File: src/rtl/core/itra_pkg.sv
package itra_pkg;

   localparam int NUMBER_W     = 32;
   localparam int RADIX_W      = 6;
   localparam int CHAR_W       = 8;
   localparam int STATUS_W     = 2;
   localparam int COUNT_W      = 6;
   localparam int DIGIT_W      = 6;
   localparam int DIGIT_SLOTS  = 32;

   // A non-negative 32-bit value needs one divide step per bit.
   localparam int DIV_STEPS    = 32;
   localparam int STEP_W       = $clog2(DIV_STEPS);

   localparam logic [RADIX_W-1:0] BASE_MIN      = RADIX_W'(2);
   localparam logic [RADIX_W-1:0] BASE_MAX      = RADIX_W'(36);
   localparam logic [CHAR_W-1:0]  ASCII_ZERO    = CHAR_W'(48);
   localparam logic [CHAR_W-1:0]  ASCII_LOWER_A = CHAR_W'(97);
   localparam logic [DIGIT_W-1:0] DECIMAL_LIMIT = DIGIT_W'(10);

   typedef enum logic [STATUS_W-1:0] {
      ST_OK       = 2'd0,
      ST_BAD_BASE = 2'd1,
      ST_NEGATIVE = 2'd2
   } status_type;

   function automatic logic [CHAR_W-1:0] digit_to_ascii(input logic [DIGIT_W-1:0] d);
      logic [CHAR_W-1:0] wide_d;
      wide_d = {{(CHAR_W-DIGIT_W){1'b0}}, d};
      if (d < DECIMAL_LIMIT) begin
         return ASCII_ZERO + wide_d;
      end
      return ASCII_LOWER_A + wide_d - {{(CHAR_W-DIGIT_W){1'b0}}, DECIMAL_LIMIT};
   endfunction

endpackage

File: src/rtl/core/itra_if.sv
interface itra_req_if;
   logic                                valid;
   logic                                ready;
   logic signed [itra_pkg::NUMBER_W-1:0] number;
   logic [itra_pkg::RADIX_W-1:0]        radix;

   modport source (output valid, number, radix, input ready);
   modport sink   (input valid, number, radix, output ready);
endinterface

interface itra_rsp_if;
   logic                          valid;
   logic                          ready;
   logic [itra_pkg::CHAR_W-1:0]   digit_char;
   logic                          is_last;
   logic [itra_pkg::STATUS_W-1:0] status;
   logic [itra_pkg::COUNT_W-1:0]  digit_count;

   modport source (output valid, digit_char, is_last, status, digit_count, input ready);
   modport sink   (input valid, digit_char, is_last, status, digit_count, output ready);
endinterface

File: src/rtl/core/integer_to_radix_ascii.sv
// Converts a signed 32-bit value into lower-case ASCII digits in a base from 2 to 36.
// The request channel carries number and radix; it is ready only while the block is
// idle, so one item is converted at a time. The response channel gives one item per
// digit, most significant first, with is_last on the final digit and digit_count set
// to the total number of digits. A radix outside 2 to 36, or a negative number, gives
// a single response with is_last set, digit_char and digit_count zero and the status
// code naming the fault; the base test is made first.
// Each digit is found by one shared restoring divider that retires one quotient bit a
// cycle; the remainders go into a small digit memory. Emission then reads that memory
// back, each digit passing through read, convert and present steps in turn, and an
// error response is presented in the cycle after the request is taken.
// While a response is stalled it holds its fields and the block waits in place.
// Reset is synchronous and returns the block to idle with no response pending.
module integer_to_radix_ascii #(
   parameter int DIGIT_SLOTS = itra_pkg::DIGIT_SLOTS
) (
   input  logic       clock,
   input  logic       reset,
   itra_req_if.sink   req_if,
   itra_rsp_if.source rsp_if
);

   localparam int SLOT_W = $clog2(DIGIT_SLOTS);
   localparam int CNT_W  = $clog2(DIGIT_SLOTS + 1);
   localparam int DW     = itra_pkg::DIGIT_W;
   localparam int NW     = itra_pkg::NUMBER_W;
   localparam int SW     = itra_pkg::STEP_W;

   typedef enum logic [4:0] {
      S_IDLE  = 5'b00001,
      S_DIV   = 5'b00010,
      S_FETCH = 5'b00100,
      S_CONV  = 5'b01000,
      S_EMIT  = 5'b10000
   } state_type;

   state_type state_ff, state_in;

   logic [NW-1:0]     quo_ff, quo_in;
   logic [DW-1:0]     rem_ff, rem_in;
   logic [DW-1:0]     radix_ff, radix_in;
   logic [SW-1:0]     step_ff, step_in;
   logic [CNT_W-1:0]  count_ff, count_in;
   logic [SLOT_W-1:0] slot_ff, slot_in;

   logic [itra_pkg::CHAR_W-1:0]   char_ff, char_in;
   logic                          last_ff, last_in;
   logic [itra_pkg::STATUS_W-1:0] status_ff, status_in;

   logic [DW-1:0]     digit_store_ff [DIGIT_SLOTS];
   logic [DW-1:0]     rd_data_ff;
   logic              wr_en;
   logic [DW:0]       trial;
   logic [DW:0]       diff;
   logic              fits;
   logic [DW-1:0]     rem_step;
   logic [NW-1:0]     quo_step;
   logic              base_ok;

   // One restoring divide step: bring down the next dividend bit and subtract if it fits.
   always_comb begin
      trial    = {rem_ff, quo_ff[NW-1]};
      fits     = trial >= {1'b0, radix_ff};
      diff     = trial - {1'b0, radix_ff};
      rem_step = fits ? diff[DW-1:0] : trial[DW-1:0];
      quo_step = {quo_ff[NW-2:0], fits};
      base_ok  = req_if.radix inside {[itra_pkg::BASE_MIN:itra_pkg::BASE_MAX]};
   end

   always_comb begin
      state_in  = state_ff;
      quo_in    = quo_ff;
      rem_in    = rem_ff;
      radix_in  = radix_ff;
      step_in   = step_ff;
      count_in  = count_ff;
      slot_in   = slot_ff;
      char_in   = char_ff;
      last_in   = last_ff;
      status_in = status_ff;
      wr_en     = 1'b0;

      case (state_ff)
         S_IDLE: begin
            if (req_if.valid) begin
               char_in  = '0;
               last_in  = 1'b1;
               count_in = '0;
               if (!base_ok) begin
                  status_in = itra_pkg::ST_BAD_BASE;
                  state_in  = S_EMIT;
               end else if (req_if.number[NW-1]) begin
                  status_in = itra_pkg::ST_NEGATIVE;
                  state_in  = S_EMIT;
               end else begin
                  status_in = itra_pkg::ST_OK;
                  quo_in    = req_if.number;
                  rem_in    = '0;
                  radix_in  = req_if.radix;
                  step_in   = '0;
                  state_in  = S_DIV;
               end
            end
         end
         S_DIV: begin
            quo_in  = quo_step;
            rem_in  = rem_step;
            step_in = step_ff + SW'(1);
            if (step_ff == SW'(itra_pkg::DIV_STEPS - 1)) begin
               // The remainder is complete: store it and start on the quotient.
               wr_en    = 1'b1;
               count_in = count_ff + CNT_W'(1);
               slot_in  = count_ff[SLOT_W-1:0];
               rem_in   = '0;
               if (quo_step == '0) begin
                  state_in = S_FETCH;
               end
            end
         end
         S_FETCH: begin
            state_in = S_CONV;
         end
         S_CONV: begin
            char_in  = itra_pkg::digit_to_ascii(rd_data_ff);
            last_in  = (slot_ff == '0);
            state_in = S_EMIT;
         end
         S_EMIT: begin
            if (rsp_if.ready) begin
               if (last_ff) begin
                  state_in = S_IDLE;
               end else begin
                  slot_in  = slot_ff - SLOT_W'(1);
                  state_in = S_FETCH;
               end
            end
         end
         default: begin
            state_in = S_IDLE;
         end
      endcase
   end

   always_ff @(posedge clock) begin
      if (reset) begin
         state_ff <= S_IDLE;
         count_ff <= '0;
      end else begin
         state_ff <= state_in;
         count_ff <= count_in;
      end
   end

   always_ff @(posedge clock) begin
      quo_ff    <= quo_in;
      rem_ff    <= rem_in;
      radix_ff  <= radix_in;
      step_ff   <= step_in;
      slot_ff   <= slot_in;
      char_ff   <= char_in;
      last_ff   <= last_in;
      status_ff <= status_in;
   end

   always_ff @(posedge clock) begin
      if (wr_en) begin
         digit_store_ff[count_ff[SLOT_W-1:0]] <= rem_step;
      end
   end

   always_ff @(posedge clock) begin
      rd_data_ff <= digit_store_ff[slot_ff];
   end

   assign req_if.ready       = (state_ff == S_IDLE);
   assign rsp_if.valid       = (state_ff == S_EMIT);
   assign rsp_if.digit_char  = char_ff;
   assign rsp_if.is_last     = last_ff;
   assign rsp_if.status      = status_ff;
   assign rsp_if.digit_count = itra_pkg::COUNT_W'(count_ff);

endmodule

File: src/flat_wrapper.sv
// flat-port wrapper written by rule: the top's interface ports become plain ports
module integer_to_radix_ascii_flat 
#(
   parameter int DIGIT_SLOTS = itra_pkg::DIGIT_SLOTS
)
  (clock, reset, req_if_valid, req_if_number, req_if_radix, req_if_ready, rsp_if_valid, rsp_if_digit_char, rsp_if_is_last, rsp_if_status, rsp_if_digit_count, rsp_if_ready);
  itra_req_if req_if_i ();
  itra_rsp_if rsp_if_i ();
  input  logic clock;
  input  logic reset;
  input wire logic [$bits(req_if_i.valid)-1:0] req_if_valid;
  input wire logic [$bits(req_if_i.number)-1:0] req_if_number;
  input wire logic [$bits(req_if_i.radix)-1:0] req_if_radix;
  output wire logic [$bits(req_if_i.ready)-1:0] req_if_ready;
  output wire logic [$bits(rsp_if_i.valid)-1:0] rsp_if_valid;
  output wire logic [$bits(rsp_if_i.digit_char)-1:0] rsp_if_digit_char;
  output wire logic [$bits(rsp_if_i.is_last)-1:0] rsp_if_is_last;
  output wire logic [$bits(rsp_if_i.status)-1:0] rsp_if_status;
  output wire logic [$bits(rsp_if_i.digit_count)-1:0] rsp_if_digit_count;
  input wire logic [$bits(rsp_if_i.ready)-1:0] rsp_if_ready;
  assign req_if_i.valid = req_if_valid;
  assign req_if_i.number = req_if_number;
  assign req_if_i.radix = req_if_radix;
  assign req_if_ready = req_if_i.ready;
  assign rsp_if_valid = rsp_if_i.valid;
  assign rsp_if_digit_char = rsp_if_i.digit_char;
  assign rsp_if_is_last = rsp_if_i.is_last;
  assign rsp_if_status = rsp_if_i.status;
  assign rsp_if_digit_count = rsp_if_i.digit_count;
  assign rsp_if_i.ready = rsp_if_ready;
  integer_to_radix_ascii #(.DIGIT_SLOTS(DIGIT_SLOTS)) u_core (.clock(clock), .reset(reset), .req_if(req_if_i), .rsp_if(rsp_if_i));
endmodule
File: config.mk
export PLATFORM = sky130hd
export DESIGN_NAME = integer_to_radix_ascii_flat
export DESIGN_NICKNAME = d
export VERILOG_FILES = /design/src/rtl/core/itra_pkg.sv /design/src/rtl/core/itra_if.sv /design/src/rtl/core/integer_to_radix_ascii.sv /design/src/flat_wrapper.sv
export SDC_FILE = /design/constraint.sdc
export NUM_CORES = 1
export LEC_CHECK = 0
export ABC_AREA = 1
export BUFFER_PORTS_ARGS = -buffer_cell sky130_fd_sc_hd__buf_2
export CORE_ASPECT_RATIO = 1.4
export CORE_UTILIZATION = 50
export CTS_CLUSTER_SIZE = 40
export DETAILED_ROUTE_END_ITERATION = 10
export MAX_ROUTING_LAYER = met4
export PLACE_DENSITY_LB_ADDON = 0.1
export SLEW_MARGIN = 20
export SYNTH_ARGS = -nofsm -noshare
export SYNTH_HDL_FRONTEND = slang
export SYNTH_SLANG_ARGS = --single-unit
File: constraint.sdc
create_clock -name clock -period 10.7 [get_ports clock]
set_input_delay 0.535 -clock clock [delete_from_list [all_inputs] [get_ports clock]]
set_output_delay 0.535 -clock clock [all_outputs]
set_load 0.01 [all_outputs]
Word-level counts from Yosys, hierarchy flattened --
Memories as Yosys holds them, arrays and structs flattened. A register that Yosys moved wholly into a read port is not among the register bits. Index checks and enable logic that the tools add are counted.
Storage, ports and cells: flip-flop bits (word level) 76, bits in latches 0, RAM bits 192, ROM bits 0, input port bits 42, output and inout port bits 19, logic and storage cells 91, memories kept 1
Memories:
- u_core.digit_store_ff | depth 32, bits a word 6, read ports 1, clocked after memory_dff 1, wr ports 1, RTL line integer_to_radix_ascii.sv:50 | logic [DW-1:0] digit_store_ff [DIGIT_SLOTS];
Cells by class: add/sub/neg operators 7, $mul 0, divide/modulo/power cells 0, $lt $le $gt $ge 4, eq/ne operators 13, shifts and indexed selects 0, multiplexer cells 42, bitwise operators 1, reductions and logical operators 13
Operators by type and width (count):
- 2-to-1 mux 32 bit | 3
- case mux 32 bit (2 select lines) | 1
- 2-to-1 mux 5 bit | 12
- 2-to-1 mux 6 bit | 7
- logical NOT 32 bit | 1
- case mux 5 bit (5 select lines) | 1
- 2-to-1 mux 8 bit | 3
- case mux 6 bit (2 select lines) | 2
- case mux 5 bit (2 select lines) | 2
- case mux 8 bit (2 select lines) | 1
- AND reduction 4 bit | 4
- equality test 5 bit, second input constant | 2
- adder 7 x 6 -> 8 bit, first input constant | 1
- inequality test 2 x 1 -> 1 bit, second input constant | 4
- subtractor 8 x 4 -> 8 bit, second input constant | 1
- adder 6 x 6 -> 7 bit, first input constant | 1
- greater-or-equal comparator 7 x 6 -> 1 bit | 1
- 2-to-1 mux 1 bit | 7
- adder 6 x 1 -> 6 bit, second input constant | 1
- greater-or-equal comparator 6 x 2 -> 1 bit, second input constant | 1
- less-or-equal comparator 6 bit, second input constant | 1
- < comparator 6 x 4 -> 1 bit, second input constant | 1
- inequality test 2 bit, second input constant | 3
- nonzero test 2 bit | 3
- 15 further kinds | 16

Depth between registers and ports, before layout --
depth after elaboration 5, gate-level depth with buffers 13, gate-level depth less buffers 13

Worst setup path before layout --
Ideal clock, no wire load.
kind flip-flop to flip-flop, start point reg u_core.state_ff[2], end point reg u_core.quo_ff[0] (enable), library setup time 509 ps, data arrival time 4091 ps, data required time 10191 ps, path slack 6099 ps, cell stages (with the launch flop) 6, path buffers 0, clock period less this slack 4601 ps, cells stage by stage dfxtp_1 > nor2_4 > nand3_1 > inv_1 > nand4_1 > a21boi_0
On the way: longest elaborated chain between the ends 3, elaborated cells between the ends (all ways) 7, those cells by class 5 x eq/ne; 2 x reduce/logical
Ends and longest elaborated chain:
- start, declared | RTL line integer_to_radix_ascii.sv:37 | state_type state_ff, state_in;
- start signal, assigned | RTL line integer_to_radix_ascii.sv:149 | state_ff <= state_in;
- equality test 5 x 1 -> 1 bit (*)
- net req_if_ready | RTL line flat_wrapper.sv:14 | output wire logic [$bits(req_if_i.ready)-1:0] req_if_ready;
- inequality test 2 x 1 -> 1 bit (no line), or another cell as far along
- AND reduction 4 bit (no line) (*)
- end signal, assigned | RTL line integer_to_radix_ascii.sv:155 | quo_ff <= quo_in;
- end, declared | RTL line integer_to_radix_ascii.sv:39 | logic [NW-1:0] quo_ff, quo_in;
Mark *: on every way through the listed nets, which the timed path passes. The rest lies on a longest branch. A chain may end at the register's enable or synchronous reset.

Worst setup path in the final report --
start point reg u_core.state_ff[1], end point reg u_core.slot_ff[2] (enable)
On the way: longest elaborated chain between the ends 3, elaborated cells between the ends (all ways) 7, those cells by class 5 x eq/ne; 2 x reduce/logical
Ends and longest elaborated chain:
- equality test 5 bit / equality test 5 x 2 -> 1 bit (equally long branches) | RTL line integer_to_radix_ascii.sv:83 | case (state_ff)
- inequality test 2 bit (no line), or another cell as far along
- AND reduction 4 bit (no line) (*)
- end signal, assigned | RTL line integer_to_radix_ascii.sv:159 | slot_ff <= slot_in;
- end, declared | RTL line integer_to_radix_ascii.sv:44 | logic [SLOT_W-1:0] slot_ff, slot_in;
Every way passes the cells marked *; elsewhere a longest branch is shown, timed or not.

==> run metrics <==
status=finished clean; CP dominant cell by count=inv_2; number of synthesized flops with an enable pin=257; CP Cell Sequence=inv_2 > nor2_2 > nand3_2 > inv_2 > a21oi_1 > nor3b_1; MaxCap Viol Count=0; post-synthesis cell area=0.01198 sq mm; gpl congestion=0.9026; Reg clk slew, reported paths=0.06 ns; syn_nets=1170; routed vias/inst=5.443; CTS tree=built; crit-path max cell delay=0.77 ns; Max IR drop VDD=160.6 uV; most common cell after layout, fill and taps aside=edfxtp_1; Max H-tree Level=1; Avg WL per Cell=18.62 um; Synth Flop Type=edfxtp_1; worst setup slack after layout=7.561 ns; Worst Setup Start Kind=flop; CTS Buf Count=26; Buf/Inv on CP=2; Worst EP required=10.85 ns; number of library cell types mapped by synthesis=37; final layout net count=1222; Synth Register Bits=274; Post-synth ARST share=0%; fill cell count=2011; Seq/Total Area, Yosys=67.27%; largest net degree at the start of global routing=105; initial core utilization=51.26%; layout cells sized above 1=10.51%; crit end category=flop; FF-to-FF setup slack=7.56 ns; I/O pin count=61; setup TNS=0 ns; # setup viols final=0; Die Span Y=185.1 um; dpl hpwl=17620 um; final setup skew=0.01887 ns; Hold Vio Cnt, Final=0; Synth Instances=1109; Slew Viols, Final=0; core area=0.02337 sq mm; area post-placement=0.01250 sq mm; CP delay by family, top=simple AND/OR/NAND/NOR gates; GRT Overall Usage=23.67%; post-cts repair resize count=0; leakage power=4.936 nW; Clock Path Buffers=3; first-pass GRT wire length=42920 um; data arrival time of the critical path=3.29 ns; final instance area=0.01332 sq mm; Period Utilization, post-route=29.34%; CTS Hold Bufs=0; 1st-iter DRT viols=649; most frequent cells in the layout=257 x edfxtp_1, 216 x nand2_1, 205 x nor2_1; Worst-Skew Late Latency=0.53 ns; Post-CTS Setup Inserts=0; num rows=66; die width=132.8 um; Die Area=0.02459 sq mm; drt drc=0; port bufs=60; DR pass1 iterations=6; Mapped Avg Cell Area=10.80 sq um; crit path time final=3.139 ns; Hold Path Class=in -> reg; P per Cell Area=213.3 mW/mm^2; clk root buf=clkbuf_16; slowest CP cell=inv_2; Post-Place Worst Slack=7.543 ns; vias in the first global route=8088; Rel. slew slack=34.21%; fmax=318.6 MHz; vias after detailed routing=8094; synth warn=0; initial antenna violation count=1; CTS sink cnt=274; Post-DRT Antenna Nets=0; Crit Path Class=reg -> reg; worst slew pin tran=0.9869 ns; final wirelength=27700 um; Overflow after GRT=0; crit-path max FO=42; area grow syn2layout=11.22%; RSZ-0062 raised after global routing=false
==> cells in the mapped netlist (8+ instances only) <==
| library cell | instances | share of area (%) |
|---|---|---|
| nand3_1 | 46 | 1.9 |
| clkbuf_1 | 16 | 0.50 |
| dfxtp_1 | 17 | 2.8 |
| edfxtp_1 | 257 | 64 |
| inv_1 | 73 | 2.3 |
| o211ai_1 | 22 | 1.4 |
| o21ai_0 | 95 | 4.0 |
| o22ai_1 | 22 | 1.1 |
| a21oi_1 | 20 | 0.84 |
| xor2_1 | 8 | 0.58 |
| nor2_1 | 205 | 6.4 |
| buf_2 | 24 | 1.0 |
| ha_1 | 18 | 1.9 |
| nand2_1 | 216 | 6.8 |
| o21ai_1 | 21 | 0.88 |
==> metrics by stage <==
stage / hold WS (ns) / util, % / total power [mW] / std cells
floorplan: 0.5060 / - / 1.757 / 1109
global placement: 0.4821 / 53.51 / 1.977 / 1439
detailed placement: 0.5092 / 53.51 / 1.978 / 1439
CTS: 0.1802 / 57.00 / 2.863 / 1486
global route: 0.1803 / 57.01 / 2.963 / 1487
finish: 0.1949 / 57.01 / 2.842 / 1487
==> logic make-up after synthesis <==
family                     Yosys count  synth area share, %
and+or+nand+nor                    495                16.84
AOI/OAI and AO/OA                  186                8.575
xor gates and xnor gates            10               0.7312
buffers and inverters              125                4.544
DFF                                274                67.27
adders and majority gates           19                2.047
==> area by class of cell <==
cell class	instances	area, sq um	area share, %
antenna	1	2.502	0.01878
clock buffer	34	701.9	5.269
clock inverter	13	113.9	0.8546
inverter	78	292.8	2.198
multi-input combinational	710	3388	25.43
sequential	274	8058	60.48
tap	306	382.9	2.874
timing repair buffer	71	382.9	2.874
==> power breakdown <==
group          internal, mW  switching [mW]  leakage [nW]
combinational         0.134           0.412          2.07
clock                 0.509           0.379         0.400
sequential             1.37          0.0350          2.46
==> state kept, by name, summed over array words and instances (netlist names) <==
signal and cells:
u_core.rsp_if.digit_char 8, u_core.digit_store_ff 192, u_core.quo_ff 32, u_core.radix_ff 6, u_core.rsp_if.digit_count 6, u_core.state_ff 5, u_core.rsp_if.status 2, u_core.slot_ff 5
u_core.step_ff 5, u_core.rem_ff 6, u_core.rsp_if.is_last 1, u_core.rd_data_ff 6
==> worst reg2reg max path, stage by stage, from the launching register on <==
cell and delay, ns:
dfxtp_1 0.36, inv_2 0.05, nor2_2 0.13, nand3_2 0.68, inv_2 0.78, a21oi_1 0.12
nor3b_1 0.64
==> worst paths after layout <==
path	startpoint	endpoint	depth (start not counted)
worst max-delay path	u_core.state_ff[1]	u_core.slot_ff[2]	6
worst min-delay path	req_if_radix[3]	u_core.radix_ff[3]	1
worst max register to register	u_core.state_ff[1]	u_core.slot_ff[2]	6
worst min register to register	u_core.rsp_if.digit_count[5]	u_core.rsp_if.digit_count[5]	2
==> layer usage <==
metal  vias up  GRT usage [%]  share of wire, %
met2       235          41.40                51
li1       3916              -                 -
met1      3882          27.39                41
met4         0          10.30               3.6
met5         -              -                 0
met3        61          2.928               4.9
(Power assumes the default switching activity.)
